### src/bqeq_pkg.sv
// shared constants and types for the biquad cascade equalizer
`default_nettype none

package bqeq_pkg;

    localparam int BANDS_DEF       = 10;
    localparam int SAMPLE_BITS_DEF = 24;
    localparam int COEF_BITS_DEF   = 32;

    // guard bits carried on signals between bands
    localparam int GUARD_BITS      = 8;
    // integer bits of a coefficient (Q8.x)
    localparam int COEF_INT_BITS   = 8;
    localparam int NUM_COEF        = 5;
    localparam int BAND_SEL_W      = 4;
    localparam int COEF_SEL_W      = 3;

    // item kind carried in tuser
    localparam logic MODE_FILTER = 1'b0;
    localparam logic MODE_WRITE  = 1'b1;

    // coefficient selector codes
    localparam logic [COEF_SEL_W-1:0] COEF_B0 = 3'd0;
    localparam logic [COEF_SEL_W-1:0] COEF_B1 = 3'd1;
    localparam logic [COEF_SEL_W-1:0] COEF_B2 = 3'd2;
    localparam logic [COEF_SEL_W-1:0] COEF_A1 = 3'd3;
    localparam logic [COEF_SEL_W-1:0] COEF_A2 = 3'd4;

    typedef struct packed {
        logic                  en;
        logic [BAND_SEL_W-1:0] band;
        logic [COEF_SEL_W-1:0] sel;
    } coef_wr_t;

    typedef struct packed {
        logic busy;
        logic done;
    } cell_stat_t;

endpackage

`default_nettype wire

### src/bqeq_cell.sv
// one biquad section: coefficient registers, delay line and a shared multiply-accumulate
`default_nettype none

module bqeq_cell #(
    parameter int IDX         = 0,
    parameter int SAMPLE_BITS = bqeq_pkg::SAMPLE_BITS_DEF,
    parameter int COEF_BITS   = bqeq_pkg::COEF_BITS_DEF
) (
    input  wire logic                                             clk,
    input  wire logic                                             rst_n,
    input  wire logic                                             start,
    input  wire logic signed [SAMPLE_BITS+bqeq_pkg::GUARD_BITS-1:0] x_in,
    input  wire bqeq_pkg::coef_wr_t                               wr,
    input  wire logic signed [COEF_BITS-1:0]                      wr_value,
    output logic signed [SAMPLE_BITS+bqeq_pkg::GUARD_BITS-1:0]      y,
    output bqeq_pkg::cell_stat_t                                  stat
);
    import bqeq_pkg::*;

    localparam int SIG_W  = SAMPLE_BITS + GUARD_BITS;
    localparam int FRAC   = COEF_BITS - COEF_INT_BITS;
    localparam int PROD_W = COEF_BITS + SIG_W;
    localparam int ACC_W  = PROD_W + 3;
    localparam int SH_W   = ACC_W - FRAC;

    localparam logic [2:0] PH_LAST_MUL = 3'd4;
    localparam logic [2:0] PH_OUT      = 3'd6;

    logic signed [COEF_BITS-1:0] coef_reg [NUM_COEF];
    logic signed [SIG_W-1:0]     x_reg, x1_reg, x2_reg, y1_reg, y2_reg;
    logic signed [PROD_W-1:0]    prod_reg, prod_next;
    logic                        sub_reg;
    logic                        pv_reg;
    logic signed [ACC_W-1:0]     acc_reg, acc_next;
    logic [2:0]                  ph_reg;
    logic                        busy_reg;

    logic signed [SIG_W-1:0]     op;
    logic signed [COEF_BITS-1:0] coef_rd;
    logic signed [ACC_W-1:0]     prod_ext;
    logic signed [ACC_W-1:0]     round_init;
    logic [SH_W-1:0]             shifted;
    logic [SH_W-SIG_W:0]         hi_bits;
    logic                        done;

    always_comb
    begin
        case (ph_reg)
            COEF_B0:
            begin
                op      = x_reg;
                coef_rd = coef_reg[0];
            end
            COEF_B1:
            begin
                op      = x1_reg;
                coef_rd = coef_reg[1];
            end
            COEF_B2:
            begin
                op      = x2_reg;
                coef_rd = coef_reg[2];
            end
            COEF_A1:
            begin
                op      = y1_reg;
                coef_rd = coef_reg[3];
            end
            default:
            begin
                op      = y2_reg;
                coef_rd = coef_reg[4];
            end
        endcase
    end

    assign prod_next  = coef_rd * op;
    assign prod_ext   = {{(ACC_W-PROD_W){prod_reg[PROD_W-1]}}, prod_reg};
    assign acc_next   = sub_reg ? (acc_reg - prod_ext) : (acc_reg + prod_ext);
    // round half up before the arithmetic shift
    assign round_init = ACC_W'(1) << (FRAC - 1);

    assign shifted = acc_reg[ACC_W-1:FRAC];
    assign hi_bits = shifted[SH_W-1:SIG_W-1];

    always_comb
    begin
        if ((&hi_bits) || !(|hi_bits))
            y = shifted[SIG_W-1:0];
        else if (shifted[SH_W-1])
            y = {1'b1, {(SIG_W-1){1'b0}}};
        else
            y = {1'b0, {(SIG_W-1){1'b1}}};
    end

    assign done      = busy_reg && (ph_reg == PH_OUT);
    assign stat.busy = busy_reg;
    assign stat.done = done;

    always_ff @(posedge clk or negedge rst_n)
    begin
        if (!rst_n)
        begin
            busy_reg <= 1'b0;
            ph_reg   <= 3'd0;
            pv_reg   <= 1'b0;
            x1_reg   <= '0;
            x2_reg   <= '0;
            y1_reg   <= '0;
            y2_reg   <= '0;
        end
        else
        begin
            pv_reg <= busy_reg && (ph_reg <= PH_LAST_MUL);
            if (start)
            begin
                busy_reg <= 1'b1;
                ph_reg   <= 3'd0;
            end
            else if (busy_reg)
            begin
                ph_reg <= ph_reg + 3'd1;
                if (done)
                begin
                    busy_reg <= 1'b0;
                    x1_reg   <= x_reg;
                    x2_reg   <= x1_reg;
                    y1_reg   <= y;
                    y2_reg   <= y1_reg;
                end
            end
        end
    end

    always_ff @(posedge clk)
    begin
        if (start)
        begin
            x_reg   <= x_in;
            acc_reg <= round_init;
        end
        else if (pv_reg)
            acc_reg <= acc_next;
        prod_reg <= prod_next;
        // feedback terms are subtracted
        sub_reg  <= (ph_reg >= COEF_A1);
        if (wr.en && (32'(wr.band) == IDX) && (wr.sel <= COEF_A2))
            coef_reg[wr.sel] <= wr_value;
    end

endmodule

`default_nettype wire

### config.mk
export PLATFORM = sky130hd
export DESIGN_NAME = bqeq_cell
export DESIGN_NICKNAME = d
export VERILOG_FILES = /design/src/bqeq_pkg.sv /design/src/bqeq_cell.sv
export SDC_FILE = /design/constraint.sdc
export NUM_CORES = 2
export LEC_CHECK = 0
export BUFFER_PORTS_ARGS = -buffer_cell sky130_fd_sc_hd__buf_2
export CAP_MARGIN = 10
export CORE_ASPECT_RATIO = 1.5
export CORE_MARGIN = 10
export CORE_UTILIZATION = 58
export CTS_CLUSTER_DIAMETER = 60
export DETAILED_ROUTE_END_ITERATION = 12
export GPL_ROUTABILITY_DRIVEN = 0
export GPL_TIMING_DRIVEN = 0
export HOLD_SLACK_MARGIN = 0.08
export PLACE_DENSITY = 0.75
export SLEW_MARGIN = 20
export SYNTH_ARGS = -nofsm -noshare
export SYNTH_HDL_FRONTEND = slang
export SYNTH_SLANG_ARGS = --single-unit
### constraint.sdc
create_clock -name clk -period 15.06 [get_ports clk]
set_clock_uncertainty 0.2 [all_clocks]
set_input_delay 0.753 -clock clk [delete_from_list [all_inputs] [get_ports clk]]
set_output_delay 0.753 -clock clk [all_outputs]
set_load 0.03 [all_outputs]
==> run summary <==
Post-CTS timing repair inserted 0 buffers for setup. The total area inside the core boundary comes to 97,220 µm². The startpoint identified for the worst register-to-register timing path is ph_reg[2]$_DFFE_PN0P_. Dividing the synthesized area by the synthesized cell count gives 9.401 µm². The die covers 111,300 µm². Timing analysis after detailed placement gives a worst setup slack of 959.3 ps. The final count of hold timing violations came out at 0. The final max-slew violation count was 0. Port buffering added 108 buffers.

Counting every net in the synthesized netlist gives 7,465. The flip-flop and latch count after synthesis is 457. The sort of element at the start of the critical path is a register. The total grt overflow is 0.

The filler cells instantiated in the layout total 7,995. Clock tree synthesis selected as its root buffer the cell sky130_fd_sc_hd__clkbuf_16. After layout, the worst setup slack is 261.5 ps. The number of clock buffers added by TritonCTS is 42. In this design, the critical path's most frequently occurring cell is sky130_fd_sc_hd__fa_1. The first detailed-routing pass ran for 9 iterations. Initial antenna violation count: 35. In this run the vertical extent of the chip is 403.6 µm.

For this run, the number of Yosys warnings is 0. The post-route minimum period is 14,800 ps, and the peak clock frequency supported by timing is 67.57 MHz. The portion of the clock cycle consumed by the worst path in the final layout came out at 0.9826. For the number of top-level pins, the log shows 109. Dividing the detail-routed via count by the number of cells gives 6.332. Yosys mapped a number of flops with a built-in enable equal to 192.

Summed over all nets, the half-perimeter wirelength after detailed placement is 172.5 mm. Data arrives at the worst endpoint at 15,030 ps. The via total after detailed routing was 47.97k.

The hold buffer count at cts was 1. Setup repair after global routing left no endpoint under its margin. Residual DRC count: 0. The netlist area before placement came out at 56,890 µm². The die boundary width is 275.7 µm, and the max-capacitance violation count is 0. The cell family contributing the most delay on the critical path is adder cells. The delay of the slowest cell on the worst path came out at 990 ps.

The cell row count was 140. The cell with the largest stage delay on the worst path was sky130_fd_sc_hd__fa_1. After the first detailed-routing iteration, the DRC count stood at 5,975. Entering global routing, the biggest net connects 72 pins. The startpoint-to-endpoint class of the critical path is register to register. The worst slew margin relative to its limit is 0.1107, and the transition time of the tightest slew-check pin is 1325 ps.

Setup violations remaining at the end of the flow were counted as 0. TritonCTS built the clock tree. The worst setup path is captured at a register. The min-delay analysis places its worst path in the category input pin to register. The register with the most flip-flops in the layout has 160 of them. Clock latency on the worst-skew pair, taken at its later pin, is 640 ps. Across the whole layout, storage elements account for 11,740 µm². After clock tree synthesis, the repair step resized 0 gates. Once detail routing completed, the nets flagged for antenna violations numbered 0. The critical path contains buffers and inverters numbering 9 combined. The fraction of registers with async set/reset was 0.2910.

Layout-stage area growth over the synthesis result: 7.425%. The most used flip-flop cell after synthesis is sky130_fd_sc_hd__edfxtp_1. STA puts the critical path data required time at 15,290 ps.

The distinct cell type count of the synthesized netlist was 93. The wire length per cell after detailed routing works out to 29.04 µm. The flow ran to the end, and the final reports show no timing, DRC or antenna violations. The startpoint identified for the worst hold timing path is x_in[0]. The wire length after detailed routing is 220.0 mm, and the ratio of cells with drive above 1 in the final layout is 0.05113.

The summed negative setup slack over all endpoints is 0 ps, and the overall routing resource usage is 0.4055. The register area share after synthesis was 0.2063; the global-route wire length before repair was 323.0 mm. The maximum fanout encountered on the critical timing path came out at 10. After clock tree synthesis, the clock-pin slew on the worst setup and hold paths is 70 ps.

After technology mapping, the gate count stands at 6,051. The run gives 3 as the maximum root-to-sink buffer count. The critical path starts at ph_reg[2]$_DFFE_PN0P_. The tree built by TritonCTS fans out to 457 sinks.

Initial cell density of the core: 0.5851. The H-tree generated during clock tree synthesis spans 2 levels. The run gives 50.27k as the number of global-route vias before repair. The final net count is 7,640. In the final layout, the multi-input gates occupy 40,470 µm².
synth_stat cells (all sizes together), types with 5 or more instances:
| library cell | number | area, µm² |
|---|---|---|
| o21ai | 168 | 848.3 |
| o21bai | 17 | 127.6 |
| o31ai | 9 | 91.33 |
| nor2 | 736 | 2773 |
| and2 | 19 | 118.9 |
| nor2b | 23 | 143.9 |
| a22oi | 129 | 968.4 |
| nor3b | 5 | 47.54 |
| clkbuf | 274 | 1051 |
| or4 | 5 | 45.04 |
| nand2b | 23 | 146.4 |
| inv | 968 | 3633 |
| fa | 1083 | 21680 |
| mux2i | 41 | 410.4 |
| a21o | 76 | 570.6 |
| or3 | 10 | 62.56 |
| a21oi | 173 | 880.9 |
| dfxtp | 132 | 2643 |
| ha | 256 | 3203 |
| and3 | 26 | 162.7 |
| o21a | 75 | 564.3 |
| a211oi | 15 | 127.6 |
| nand3 | 92 | 460.4 |
| nand4 | 35 | 225.2 |
| and4 | 5 | 43.79 |
| nor3 | 46 | 267.8 |
| edfxtp | 192 | 5766 |
| xor2 | 39 | 341.6 |
| xnor2 | 154 | 1349 |
| nand2 | 902 | 3393 |
| a31oi | 59 | 384.1 |
| nor4 | 15 | 145.1 |
| or2 | 11 | 68.82 |
| o22ai | 6 | 37.54 |
| buf | 34 | 163.9 |
| dfrtp | 133 | 3328 |
| o211ai | 18 | 145.1 |
cell type report:
type,instances,share of cell area
multi-input cells,4318,0.6623
flip-flops and latches,457,0.1920
inverters,968,0.05946
well taps,1278,0.02617
plain buffers,308,0.02004
clock buffers,54,0.01861
repair buffers,131,0.01429
clock inverters,23,0.005508
diodes,39,0.001597
worst register-to-register path, delay by kind of cell (launching register included):
| kind | cells | cell delay [ps] |
|---|---|---|
| flip-flops | 1 | 420 |
| XOR/XNOR | 1 | 600 |
| AO/OA/AOI/OAI | 8 | 2900 |
| buffers and inverters | 9 | 4050 |
| adder cells (fa/ha/maj) | 10 | 5300 |
| AND/OR/NAND/NOR | 5 | 1150 |
through the flow:
step | cells | utilization | hold WS (ps) | instance area (µm²)
finish | 7576 | 0.6286 | 90.01 | 61110
global route | 7552 | 0.6280 | 88.38 | 61050
CTS | 7533 | 0.6263 | 81.07 | 60890
detailed placement | 7455 | 0.6110 | 266.4 | 59400
global placement | 7437 | 0.6072 | 253.7 | 59030
floorplan | 6051 | - | 241.5 | 56890
cell usage in the layout (no fill, tap or decap), drive strengths merged, types with 154 or more instances in the layout:
cell type  netlist  layout
edfxtp         192     192
fa            1083    1083
ha             256     256
nor2           736     736
clkbuf         274     329
o21ai          168     168
xnor2          154     154
nand2          902     902
buf             34     163
inv            968     969
a21oi          173     173
path summary, 6_finish.rpt:
check | to | slack, ps | cells after the start
worst max-delay path | prod_reg[63]$_DFF_P_ | 260 | 33
worst min-delay path | x_reg[0]$_DFFE_PP_ | 90 | 1
worst max register to register | prod_reg[63]$_DFF_P_ | 260 | 33
worst min register to register | x1_reg[7]$_DFFE_PN0P_ | 280 | 2
max in group asynchronous | y2_reg[17]$_DFFE_PN0P_ | 13440 | 3
min in group asynchronous | x1_reg[23]$_DFFE_PN0P_ | 470 | 2
kinds of logic (layout without fill, tap and decap cells):
group           after synthesis  after routing  synth area share
mux                          41             41          0.007214
flops                       457            457            0.2063
simple gates               1959           1959            0.1436
fa+ha+maj                  1339           1339            0.4374
other cells                   0             39                 0
xor+xnor                    193            193           0.02971
buf+inv                    1276           1484           0.08523
compound gates              786            786           0.09046
layer usage:
metal	up-vias	share of wire	track usage
met5	-	0.00055	0.005350
met3	1447	0.14	0.1690
met2	3805	0.45	0.6287
met1	23390	0.28	0.4004
met4	10	0.13	0.3947
li1	19310	-	-
Power is not shown: default switching activity piles up to over one toggle a cycle in this logic, so the estimate is an artifact.
